<file path="src/hdl/gpf_pkg.sv">
`default_nettype none
package gpf_pkg;
    typedef enum logic [3:0] {
        ST_IDLE,
        ST_CHECK,
        ST_TEST_P,
        ST_DIV_P,
        ST_TEST_Q,
        ST_DIV_Q,
        ST_NEXT,
        ST_OUT
    } state_t;

    // commands from the controller to the datapath
    typedef struct packed {
        logic load;       // capture input number
        logic init_p;     // p = 3
        logic step_p;     // p += 2
        logic start_p;    // start primality test on p
        logic start_q;    // start primality test on n - p
        logic div_step;   // one remainder step
        logic set_hit;    // latch pair into result
        logic set_four;   // result 2 + 2
        logic clr_res;    // result all zeros
    } cmd_t;

    typedef struct packed {
        logic n_even_big;  // even and > 4
        logic n_is_four;
        logic p_over;      // p > n/2
        logic div_done;    // test finished
        logic div_prime;   // test verdict
    } sts_t;
endpackage
`default_nettype wire

</file>
<file path="src/hdl/gpf_ctrl.sv">
`default_nettype none
module gpf_ctrl (
    input  wire logic         aclk,
    input  wire logic         aresetn,
    input  wire logic         in_beat,
    input  wire logic         out_beat,
    input  wire gpf_pkg::sts_t sts,
    output gpf_pkg::cmd_t     cmd,
    output logic              busy,
    output logic              res_valid
);
    import gpf_pkg::*;

    state_t state_reg, state_next;

    always_ff @(posedge aclk) begin
        if (!aresetn) begin
            state_reg <= ST_IDLE;
        end else begin
            state_reg <= state_next;
        end
    end

    always_comb begin
        state_next = state_reg;
        case (state_reg)
            ST_IDLE:   if (in_beat) state_next = ST_CHECK;
            ST_CHECK: begin
                if (sts.n_even_big) state_next = ST_TEST_P;
                else                state_next = ST_OUT;
            end
            ST_TEST_P: begin
                if (sts.p_over) state_next = ST_OUT;
                else            state_next = ST_DIV_P;
            end
            ST_DIV_P: begin
                if (sts.div_done) begin
                    state_next = sts.div_prime ? ST_TEST_Q : ST_NEXT;
                end
            end
            ST_TEST_Q: state_next = ST_DIV_Q;
            ST_DIV_Q: begin
                if (sts.div_done) begin
                    state_next = sts.div_prime ? ST_OUT : ST_NEXT;
                end
            end
            ST_NEXT:   state_next = ST_TEST_P;
            ST_OUT:    if (out_beat) state_next = ST_IDLE;
            default:   state_next = ST_IDLE;
        endcase
    end

    always_comb begin
        cmd       = '0;
        busy      = 1'b1;
        res_valid = 1'b0;
        case (state_reg)
            ST_IDLE: begin
                busy     = 1'b0;
                cmd.load = in_beat;
            end
            ST_CHECK: begin
                cmd.init_p   = 1'b1;
                cmd.clr_res  = !sts.n_is_four;
                cmd.set_four = sts.n_is_four;
            end
            ST_TEST_P: cmd.start_p = !sts.p_over;
            ST_DIV_P:  cmd.div_step = !sts.div_done;
            ST_TEST_Q: cmd.start_q = 1'b1;
            ST_DIV_Q: begin
                cmd.div_step = !sts.div_done;
                cmd.set_hit  = sts.div_done && sts.div_prime;
            end
            ST_NEXT:   cmd.step_p = 1'b1;
            ST_OUT:    res_valid = 1'b1;
            default:   busy = 1'b1;
        endcase
    end
endmodule
`default_nettype wire

</file>
<file path="src/hdl/gpf_dp.sv">
`default_nettype none
module gpf_dp #(
    parameter int NUMBER_BITS = 20
) (
    input  wire logic                   aclk,
    input  wire logic [NUMBER_BITS-1:0] number,
    input  wire gpf_pkg::cmd_t          cmd,
    output gpf_pkg::sts_t               sts,
    output logic                        found,
    output logic [18:0]                 smaller_prime,
    output logic [19:0]                 larger_prime
);
    import gpf_pkg::*;

    localparam int NB = NUMBER_BITS;
    localparam int RB = NB + 2;   // wide enough for d*d and remainder

    logic [NB-1:0] n_reg, p_reg;
    logic [NB-1:0] v_reg;          // value under test
    logic [NB-1:0] d_reg;          // odd trial divisor
    logic [RB-1:0] sq_reg;         // d*d, updated incrementally
    logic [NB-1:0] rem_reg;        // v mod d, built one bit a cycle
    logic [$clog2(NB+1)-1:0] bit_reg;
    logic          rem_run_reg, done_reg, prime_reg;
    logic          found_reg;
    logic [18:0]   small_reg;
    logic [19:0]   large_reg;

    logic [NB-1:0] q_val;
    logic [NB:0]   rem_sh;
    logic          trivial_done, trivial_prime;

    assign q_val = n_reg - p_reg;
    assign rem_sh = {rem_reg, v_reg[bit_reg[$clog2(NB+1)-1:0] - 1'b1]};

    always_ff @(posedge aclk) begin
        if (cmd.load) n_reg <= number;
        if (cmd.init_p) p_reg <= NB'(3);
        if (cmd.step_p) p_reg <= p_reg + NB'(2);

        if (cmd.start_p || cmd.start_q) begin
            v_reg       <= cmd.start_p ? p_reg : q_val;
            d_reg       <= NB'(3);
            sq_reg      <= RB'(9);
            rem_reg     <= '0;
            bit_reg     <= ($clog2(NB+1))'(NB);
            rem_run_reg <= 1'b1;
            done_reg    <= 1'b0;
        end else if (cmd.div_step) begin
            if (!rem_run_reg) begin
                // new divisor: check bounds / trivial cases
                if (trivial_done) begin
                    done_reg  <= 1'b1;
                    prime_reg <= trivial_prime;
                end else if (sq_reg > RB'(v_reg)) begin
                    done_reg  <= 1'b1;
                    prime_reg <= 1'b1;
                end else begin
                    rem_run_reg <= 1'b1;
                end
            end else if (bit_reg != '0) begin
                // restoring remainder step
                if (rem_sh >= {1'b0, d_reg}) rem_reg <= NB'(rem_sh - {1'b0, d_reg});
                else                         rem_reg <= rem_sh[NB-1:0];
                bit_reg <= bit_reg - 1'b1;
            end else begin
                if (rem_reg == '0 && !trivial_done && sq_reg <= RB'(v_reg)) begin
                    done_reg  <= 1'b1;
                    prime_reg <= 1'b0;
                end else begin
                    // (d+2)^2 = d^2 + 4d + 4
                    sq_reg      <= sq_reg + {d_reg, 2'b00} + RB'(4);
                    d_reg       <= d_reg + NB'(2);
                    rem_run_reg <= 1'b0;
                end
                rem_reg <= '0;
                bit_reg <= ($clog2(NB+1))'(NB);
            end
        end

        if (cmd.clr_res) begin
            found_reg <= 1'b0; small_reg <= '0; large_reg <= '0;
        end else if (cmd.set_four) begin
            found_reg <= 1'b1; small_reg <= 19'd2; large_reg <= 20'd2;
        end else if (cmd.set_hit) begin
            found_reg <= 1'b1;
            small_reg <= 19'(p_reg);
            large_reg <= 20'(v_reg);
        end
    end

    // below 2 not prime, 2 prime, even not prime
    always_comb begin
        trivial_done  = 1'b0;
        trivial_prime = 1'b0;
        if (v_reg < NB'(2)) begin
            trivial_done = 1'b1;
        end else if (v_reg == NB'(2)) begin
            trivial_done = 1'b1; trivial_prime = 1'b1;
        end else if (!v_reg[0]) begin
            trivial_done = 1'b1;
        end
    end

    assign sts.n_even_big = !n_reg[0] && n_reg > NB'(4);
    assign sts.n_is_four  = n_reg == NB'(4);
    assign sts.p_over     = p_reg > (n_reg >> 1);
    assign sts.div_done   = done_reg;
    assign sts.div_prime  = prime_reg;

    assign found         = found_reg;
    assign smaller_prime = small_reg;
    assign larger_prime  = large_reg;
endmodule
`default_nettype wire

</file>
<file path="src/hdl/goldbach_prime_pair_finder.sv">
`default_nettype none
// channel | dir | tdata fields (low bit up)
// s_axis  | in  | number[NUMBER_BITS-1:0], zero pad to bytes
// m_axis  | out | found[0], smaller_prime[19:1], larger_prime[39:20]
//
// One number at a time. Each candidate p costs up to two primality tests (n-p
// is tested only when p is prime); each test walks odd divisors d with
// d*d <= v, and each divisor goes through the bit-serial remainder unit. Odd,
// small and n=4 inputs skip the search and go straight to the result.
// s_tready is high only in idle; the result beat holds on m_tdata until
// taken. Synchronous active-low reset.
module goldbach_prime_pair_finder #(
    parameter int NUMBER_BITS = 20
) (
    input  wire logic                               aclk,
    input  wire logic                               aresetn,
    input  wire logic                               s_tvalid,
    output logic                                    s_tready,
    input  wire logic [((NUMBER_BITS+7)/8)*8-1:0]   s_tdata,  // number
    output logic                                    m_tvalid,
    input  wire logic                               m_tready,
    output logic [39:0]                             m_tdata   // found, smaller, larger
);
    import gpf_pkg::*;

    cmd_t cmd;
    sts_t sts;
    logic busy, res_valid, found;
    logic [18:0] smaller_prime;
    logic [19:0] larger_prime;

    assign s_tready = !busy;
    assign m_tvalid = res_valid;
    assign m_tdata  = {larger_prime, smaller_prime, found};

    gpf_ctrl u_ctrl (
        .aclk, .aresetn,
        .in_beat(s_tvalid && s_tready),
        .out_beat(m_tvalid && m_tready),
        .sts, .cmd, .busy, .res_valid
    );

    gpf_dp #(.NUMBER_BITS(NUMBER_BITS)) u_dp (
        .aclk,
        .number(s_tdata[NUMBER_BITS-1:0]),
        .cmd, .sts, .found, .smaller_prime, .larger_prime
    );
endmodule
`default_nettype wire
</file>
<file path="config.mk">
export PLATFORM = sky130hd
export DESIGN_NAME = goldbach_prime_pair_finder
export DESIGN_NICKNAME = d
export VERILOG_FILES = /design/src/hdl/gpf_pkg.sv /design/src/hdl/gpf_ctrl.sv /design/src/hdl/gpf_dp.sv /design/src/hdl/goldbach_prime_pair_finder.sv
export SDC_FILE = /design/constraint.sdc
export NUM_CORES = 1
export LEC_CHECK = 0
export BUFFER_PORTS_ARGS = -buffer_cell sky130_fd_sc_hd__buf_2
export CAP_MARGIN = 20
export CORE_MARGIN = 1
export CORE_UTILIZATION = 25
export CTS_CLUSTER_DIAMETER = 200
export DETAILED_ROUTE_END_ITERATION = 8
export SYNTH_ARGS = -nofsm -noshare
export SYNTH_HDL_FRONTEND = slang
export SYNTH_SLANG_ARGS = --single-unit
export TNS_END_PERCENT = 20
</file>
<file path="constraint.sdc">
create_clock -name aclk -period 8 [get_ports aclk]
set_input_delay 1.6 -clock aclk [delete_from_list [all_inputs] [get_ports aclk]]
set_output_delay 1.6 -clock aclk [all_outputs]
set_load 0.005 [all_outputs]
</file>
==> metrics.cfg, run 1 <==
[status]
status=finished clean

[floorplanning]
fp.coreArea_um2=43500
die_w_um=213
fp-row-count=76
dieArea_um2=45300
fp.dieH_um=213
io_pins=70
initial_core_util_pct=25.6

[clock_tree]
cts_tree=done
clk_pin_slew_worst_paths_ns=0.07
cts.htree.levels=4
cts_resized=0
post_cts_buffers=0
cts_hold_buf=0
clk_latency_ns=0.44
clock_path_buffers=2
cts-root-buf=clkbuf_16
numClockSinks=168
cts_buffers=17

[drt]
wl_per_cell_um=14.8
vias=9015
viasPerCell=4.78
drt-met1-wl_um=13000
drt_pass1_iterations=4
routed-wl-met2_um=13500
dr_wl_met3_um=854
antenna_left=0
drtIter0Drc=484
remaining_drc_errors=0
drt-total-wl_um=28000
top_layer=met4

[final_layout]
layout.nets=1429
postLayoutCellArea_um2=12600
seqCellArea_um2=3960
drive_gt1_share_pct=9.85
final_cell_count_no_fill=1885
postLayoutCoreUtil_pct=29.0
nFillCells=4621
multiInputGateArea_um2=6600
area_growth_pct=13.4
antennaDiodeCount=0

[grt]
grt_pass1_wl_um=45100
antenna_found_initial=0
grt-ovfl-total=0
grt_pass1_vias=8783
grt_use_total_pct=12.5
grt_max_degree=51

[setup_path]
crit_buf_inv=2
critical_path_arrival_ns=5.37
cp_slowest_cell=dfxtp_1
crit_type=flop to flop
critical_path.top_delay_family=compound AO/OA/AOI/OAI gates
endpoint_kind=flop
slowest_delay_ns=0.59
cp_max_fo=11
critPathLaunchType=flop
crit_chain=inv_1 -> ha_1 -> mux4_1 -> mux2_2 -> a221oi_1 -> a21oi_1 -> o21a_1 -> inv_1 -> fa_1 -> nor2b_1 -> o21a_1 -> o21a_1 -> o41ai_2 -> o21ai_0 -> o41ai_1 -> xnor2_1 -> mux2i_1 -> o21ai_1
required_ns=8.37
crit_top_cell=o21a_1

[timing]
timing.fmax_mhz=200
fin_skew_ns=0.0127
post-route-period-util_pct=62.5
tns_ns=0
rsz0062_at_grt=false
finalSetupViolCount=0
timing_hold_violations_final=0
slew_headroom_pct=31.0
worst-slew-pin-transition_ns=1.03
min_period_ns=5.00
slew_viol_final=0

[placement]
dp.cells=1852
hpwl_um=21400
place_area_um2=12000
gp_congestion=0.884
numPortBuffers=65

[synth]
synth_ff_type=dfxtp_1
synthCells=1244
yosys_warnings=0
synth_area_per_cell_um2=8.94
synth-seq-cells=168
synth_area_um2=11100
synth_edf_count=60
ys_seq_area_share_pct=35.6
ys_types=76
synth_fp_nets=1386
async_flop_share_pct=0

[hold_path]
hp-class=flop to flop

[run]
maxCapViolCount=0

[power]
ir_drop_mv=0.218
power.density_nw_per_um2=357
p_total_mw=4.50
power.leakage_nw=5.50

==> cell usage after synthesis, types with 4 or more instances <==
library cell / number / area (um^2)
mux2i_1: 44 / 440
a2111oi_0: 8 / 70.1
o21ai_1: 16 / 80.1
nand3_1: 22 / 110
clkbuf_1: 23 / 86.3
buf_6: 4 / 45.0
dfxtp_1: 108 / 2160
nand2_1: 160 / 601
xor2_1: 20 / 175
edfxtp_1: 60 / 1800
o211ai_1: 5 / 37.5
a211oi_1: 7 / 52.6
nor4_1: 13 / 81.3
a21o_1: 35 / 263
inv_1: 88 / 330
or3_1: 7 / 43.8
xnor2_1: 57 / 499
nand4_1: 22 / 138
and4_1: 9 / 78.8
and2_1: 13 / 81.3
o21bai_1: 5 / 37.5
buf_2: 11 / 55.1
ha_1: 111 / 1390
mux4_1: 4 / 105
o31ai_1: 4 / 30.0
a21oi_1: 101 / 505
nand2b_1: 12 / 75.1
o21a_1: 18 / 135
nor3_1: 18 / 90.1
and3_1: 14 / 87.6
or2_2: 5 / 31.3
a211o_1: 5 / 43.8
a31oi_1: 6 / 37.5
buf_4: 5 / 37.5
o41ai_1: 4 / 35.0
nor2b_1: 12 / 75.1
nor2_1: 93 / 349
o21ai_0: 33 / 165
==> cell type report <==
type                    instances  share of cell area (%)
multi-input cells             941                    52.4
flip-flops and latches        168                    31.4
clock inverters                12                   0.992
well taps                     585                    5.80
clock buffers                  20                    3.79
inverters                      89                    2.65
repair buffers                 70                    2.98
==> cell families after synthesis <==
logic type | after synthesis | synth area share [%]
xor gates and xnor gates | 77 | 6.07
muxes | 54 | 5.68
DFF | 168 | 35.6
adders and majority gates | 114 | 13.0
AOI/OAI and AO/OA | 285 | 17.0
and+or+nand+nor | 411 | 17.4
buffers and inverters | 135 | 5.14
==> stage by stage <==
stage               setup slack (ns)  hold slack, ns
floorplan                       3.70           0.439
global placement                3.05           0.443
detailed placement              3.01           0.447
CTS                             2.98           0.457
global route                    2.64           0.475
finish                          3.00           0.453
==> layer usage <==
metal | up-vias | track usage (%)
li1 | 4543 | -
met1 | 4266 | 15.8
met2 | 160 | 21.5
met3 | 46 | 1.93
met4 | 0 | 4.64
met5 | - | 0
==> layout by cell type, fill, tap and decap left out, types with 18 or more instances in the layout <==
master and count:
a21o_1 35, inv_1 88, nand2_1 160, a21oi_1 100
mux2i_1 44, xor2_1 20, nand3_1 22, clkbuf_16 18
nor3_1 18, o21a_1 18, buf_2 65, xnor2_1 57
ha_1 111, nor2_1 92, o21ai_0 33, edfxtp_1 60
nand4_1 22, dfxtp_1 108
==> where the power goes <==
group / internal (mW) / switching (mW)
Combinational: 1.00 / 1.28
Sequential: 1.13 / 0.238
Clock: 0.474 / 0.381
Total: 2.61 / 1.90
==> path summary, 6_finish.rpt <==
kind / cells after the start / slack, ns / from / to
worst max-delay path: 18 / 3.00 / u_dp.bit_reg[0] / u_dp.rem_reg[18]
worst min-delay path: 2 / 0.45 / u_dp.larger_prime[17] / u_dp.larger_prime[17]
worst max register to register: 18 / 3.00 / u_dp.bit_reg[0] / u_dp.rem_reg[18]
worst min register to register: 2 / 0.45 / u_dp.larger_prime[17] / u_dp.larger_prime[17]
==> worst register-to-register path: stages, from the launching register on <==
cell and delay [ns]:
dfxtp_1 0.59, inv_1 0.09, ha_1 0.42, mux4_1 0.59, mux2_2 0.29, a221oi_1 0.29
a21oi_1 0.08, o21a_1 0.21, inv_1 0.10, fa_1 0.22, nor2b_1 0.07, o21a_1 0.17
o21a_1 0.20, o41ai_2 0.53, o21ai_0 0.28, o41ai_1 0.43, xnor2_1 0.17, mux2i_1 0.09
o21ai_1 0.13
No activity file was read; power rests on OpenSTA's default activity.
==> inputs of run 2 (changes only) <==
- ABC_AREA: not set -> 1
- clock period: 8 -> 5.1 ns (I/O delays scaled with it)
==> metrics.cfg, run 2 <==
[power]
power.density_nw_per_um2=623  ; +75%
power.leakage_nw=5.59  ; +1.7%
pwr-share-seq_pct=29.0  ; -1.4 points
p_switching_mw=3.85  ; +100%
netSwitchingFraction_pct=48.1  ; +6.0 points
ir_drop_mv=0.288  ; +32%
power.internal_mw=4.15  ; +59%
clock_power_share_pct=16.4  ; -2.6 points
p_comb_share_pct=54.6  ; +4.0 points

[final_layout]
final_cell_mix=nand2_1, inv_1, a21oi_1, o21ai_0, ha_1
antennaDiodeCount=0  ; unchanged
nFillCells=4805  ; +4.0%
area_growth_pct=13.2
seqCellArea_um2=3960  ; unchanged
layout.nets=1683  ; +18%
final_cell_count_no_fill=2146  ; +14%
multiInputGateArea_um2=6410  ; -3.0%
postLayoutCoreUtil_pct=28.8  ; -0.19 points
drive_gt1_share_pct=9.07  ; -0.77 points
final_common_cell=nand2_1

[timing]
fin_skew_ns=0.0156  ; +0.00297 ns
hold_ws_ns=0.471  ; +0.0179 ns
slew_headroom_pct=42.2  ; +11 points
rsz0062_at_grt=false
slew_viol_final=0  ; unchanged
fin_ws_ns=1.06  ; -1.94 ns
timing_hold_violations_final=0  ; unchanged
min_period_ns=4.04  ; -0.957 ns
post-route-period-util_pct=79.3  ; +17 points
tns_ns=0  ; unchanged
finalSetupViolCount=0  ; unchanged
worst-slew-pin-transition_ns=0.865  ; -0.167 ns
timing.fmax_mhz=247  ; +24%

[floorplanning]
dieArea_um2=46200  ; +1.9%
fp-row-count=77  ; +1.3%
fp.dieH_um=215  ; +0.94%
fp.coreArea_um2=44500  ; +2.4%
initial_core_util_pct=25.5  ; -0.13 points
die_w_um=215  ; +0.94%
io_pins=70  ; unchanged

[hold_path]
min-delay-start=u_dp.found
hp-class=flop to flop

[grt]
grt_max_degree=77  ; +51%
antenna_found_initial=0  ; unchanged
grt_pass1_wl_um=50300  ; +12%
grt_use_total_pct=13.4  ; +0.88 points
grt-ovfl-total=0  ; unchanged
grt_pass1_vias=9942  ; +13%

[drt]
antenna_left=0  ; unchanged
drtIter0Drc=623  ; +29%
drt-total-wl_um=30600  ; +9.5%
remaining_drc_errors=0  ; unchanged
drt_pass1_iterations=6  ; +2
viasPerCell=4.77  ; -0.33%
wl_per_cell_um=14.3  ; -3.8%
vias=10229  ; +13%

[synth]
synth_area_um2=11300  ; +1.9%
synth_top_area_share_pct=19.1  ; -0.36 points
synth_common_cells=nand2_1, inv_1, a21oi_1, o21ai_0, ha_1
ys_types=49  ; -36%
synth_ff_type=dfxtp_1
synth-seq-cells=168  ; unchanged
yosys_warnings=0  ; unchanged
synthCells=1491  ; +20%
synthTopCellsByArea=dfxtp_1, edfxtp_1, ha_1, nand2_1, a21oi_1
synth_area_per_cell_um2=7.60  ; -15%
synth_most_common_cell=nand2_1
synth_edf_count=60  ; unchanged
synth_fp_nets=1633  ; +18%
ys_seq_area_share_pct=35.0  ; -0.67 points
async_flop_share_pct=0  ; unchanged
synth_top_area_cell=dfxtp_1

[setup_path]
cp-startpoint=u_dp.bit_reg[0]
critPathLaunchType=flop
endpoint_kind=flop
critical_path_arrival_ns=4.42  ; -0.95 ns
required_ns=5.47  ; -2.90 ns
cp_max_fo=14  ; +3
crit_type=flop to flop
reg2reg_from=u_dp.bit_reg[0]

[placement]
dp.cells=2114  ; +14%
hpwl_um=23600  ; +11%
dpl_worst_slack_ns=1.15  ; -1.85 ns
gp_congestion=0.893  ; +1.0%
numPortBuffers=65  ; unchanged

[clock_tree]
cts.htree.levels=4  ; unchanged
numClockSinks=168  ; unchanged
post_cts_buffers=0  ; unchanged
clk_pin_slew_worst_paths_ns=0.07  ; about the same
cts-root-buf=clkbuf_16
clk_latency_ns=0.45  ; about the same
cts_tree=done
cts_hold_buf=0  ; unchanged
cts_resized=0  ; unchanged
clock_path_buffers=2  ; unchanged
cts_buffers=17  ; unchanged

[run]
maxCapViolCount=0  ; unchanged

[status]
status=finished clean

-- run 2: path summary, 6_finish.rpt --
path / end / slack, ns / cells after the start
worst min-delay path: u_dp.found / 0.47 / 2
worst max-delay path: u_dp.rem_reg[14] / 1.06 / 22
worst max register to register: u_dp.rem_reg[14] / 1.06 / 22
worst min register to register: u_dp.found / 0.47 / 2
-- run 2: cell families after synthesis --
kind of cell	count (synthesis)	share of synthesized area (%)
AOI/OAI and AO/OA	352	16.7
and+or+nand+nor	560	22.5
xor gates and xnor gates	57	4.41
adders and majority gates	114	12.8
buffers and inverters	240	8.60
DFF	168	35.0
-- run 2: power groups by stage --
stage	sequential [mW]	combinational [mW]	clock [mW]
2_1_floorplan	2.15	3.41	0
3_3_place_gp	2.33	4.28	0
3_5_place_dp	2.34	4.36	0
4_1_cts	2.31	4.38	1.34
5_1_grt	2.36	4.99	1.39
6_report	2.32	4.37	1.31
-- run 2: critical path, cell delays in order, from the launching register on --
cell      delay (ns)
dfxtp_1         0.57
inv_2           0.21
ha_1            0.44
inv_1           0.16
a21oi_2         0.12
o21ai_1         0.07
nand2_1         0.07
nand3_1         0.11
nand2_2         0.12
nand2_4         0.09
fa_1            0.42
o21a_1          0.23
o21ai_0         0.29
nand2_1         0.09
nand2_1         0.17
inv_1           0.08
o21bai_1        0.21
nand2_1         0.11
nand2_1         0.07
nand2_1         0.04
nand3_1         0.07
nand3_1         0.08
a21oi_1         0.15
-- run 2: cell type report --
type | count | area share [%]
inverter | 198 | 5.85
sequential | 168 | 30.9
clock inverter | 14 | 1.20
multi-input combinational | 1083 | 49.9
tap | 592 | 5.77
clock buffer | 18 | 3.35
timing repair buffer | 73 | 3.00
-- run 2: per-layer routing --
metal | global-route usage [%] | part of all wire (%) | vias to the layer above
met1 | 16.6 | 45 | 4772
li1 | - | - | 5216
met4 | 4.74 | 2.3 | 0
met3 | 1.98 | 3.7 | 36
met2 | 23.5 | 49 | 205
met5 | 0 | 0 | -
-- run 2: stage by stage --
step	instance area, um^2	total power [mW]
2_1_floorplan	11300	5.57
3_3_place_gp	12200	6.61
3_5_place_dp	12200	6.69
4_1_cts	12800	8.03
5_1_grt	12800	8.75
6_report	12800	8.00
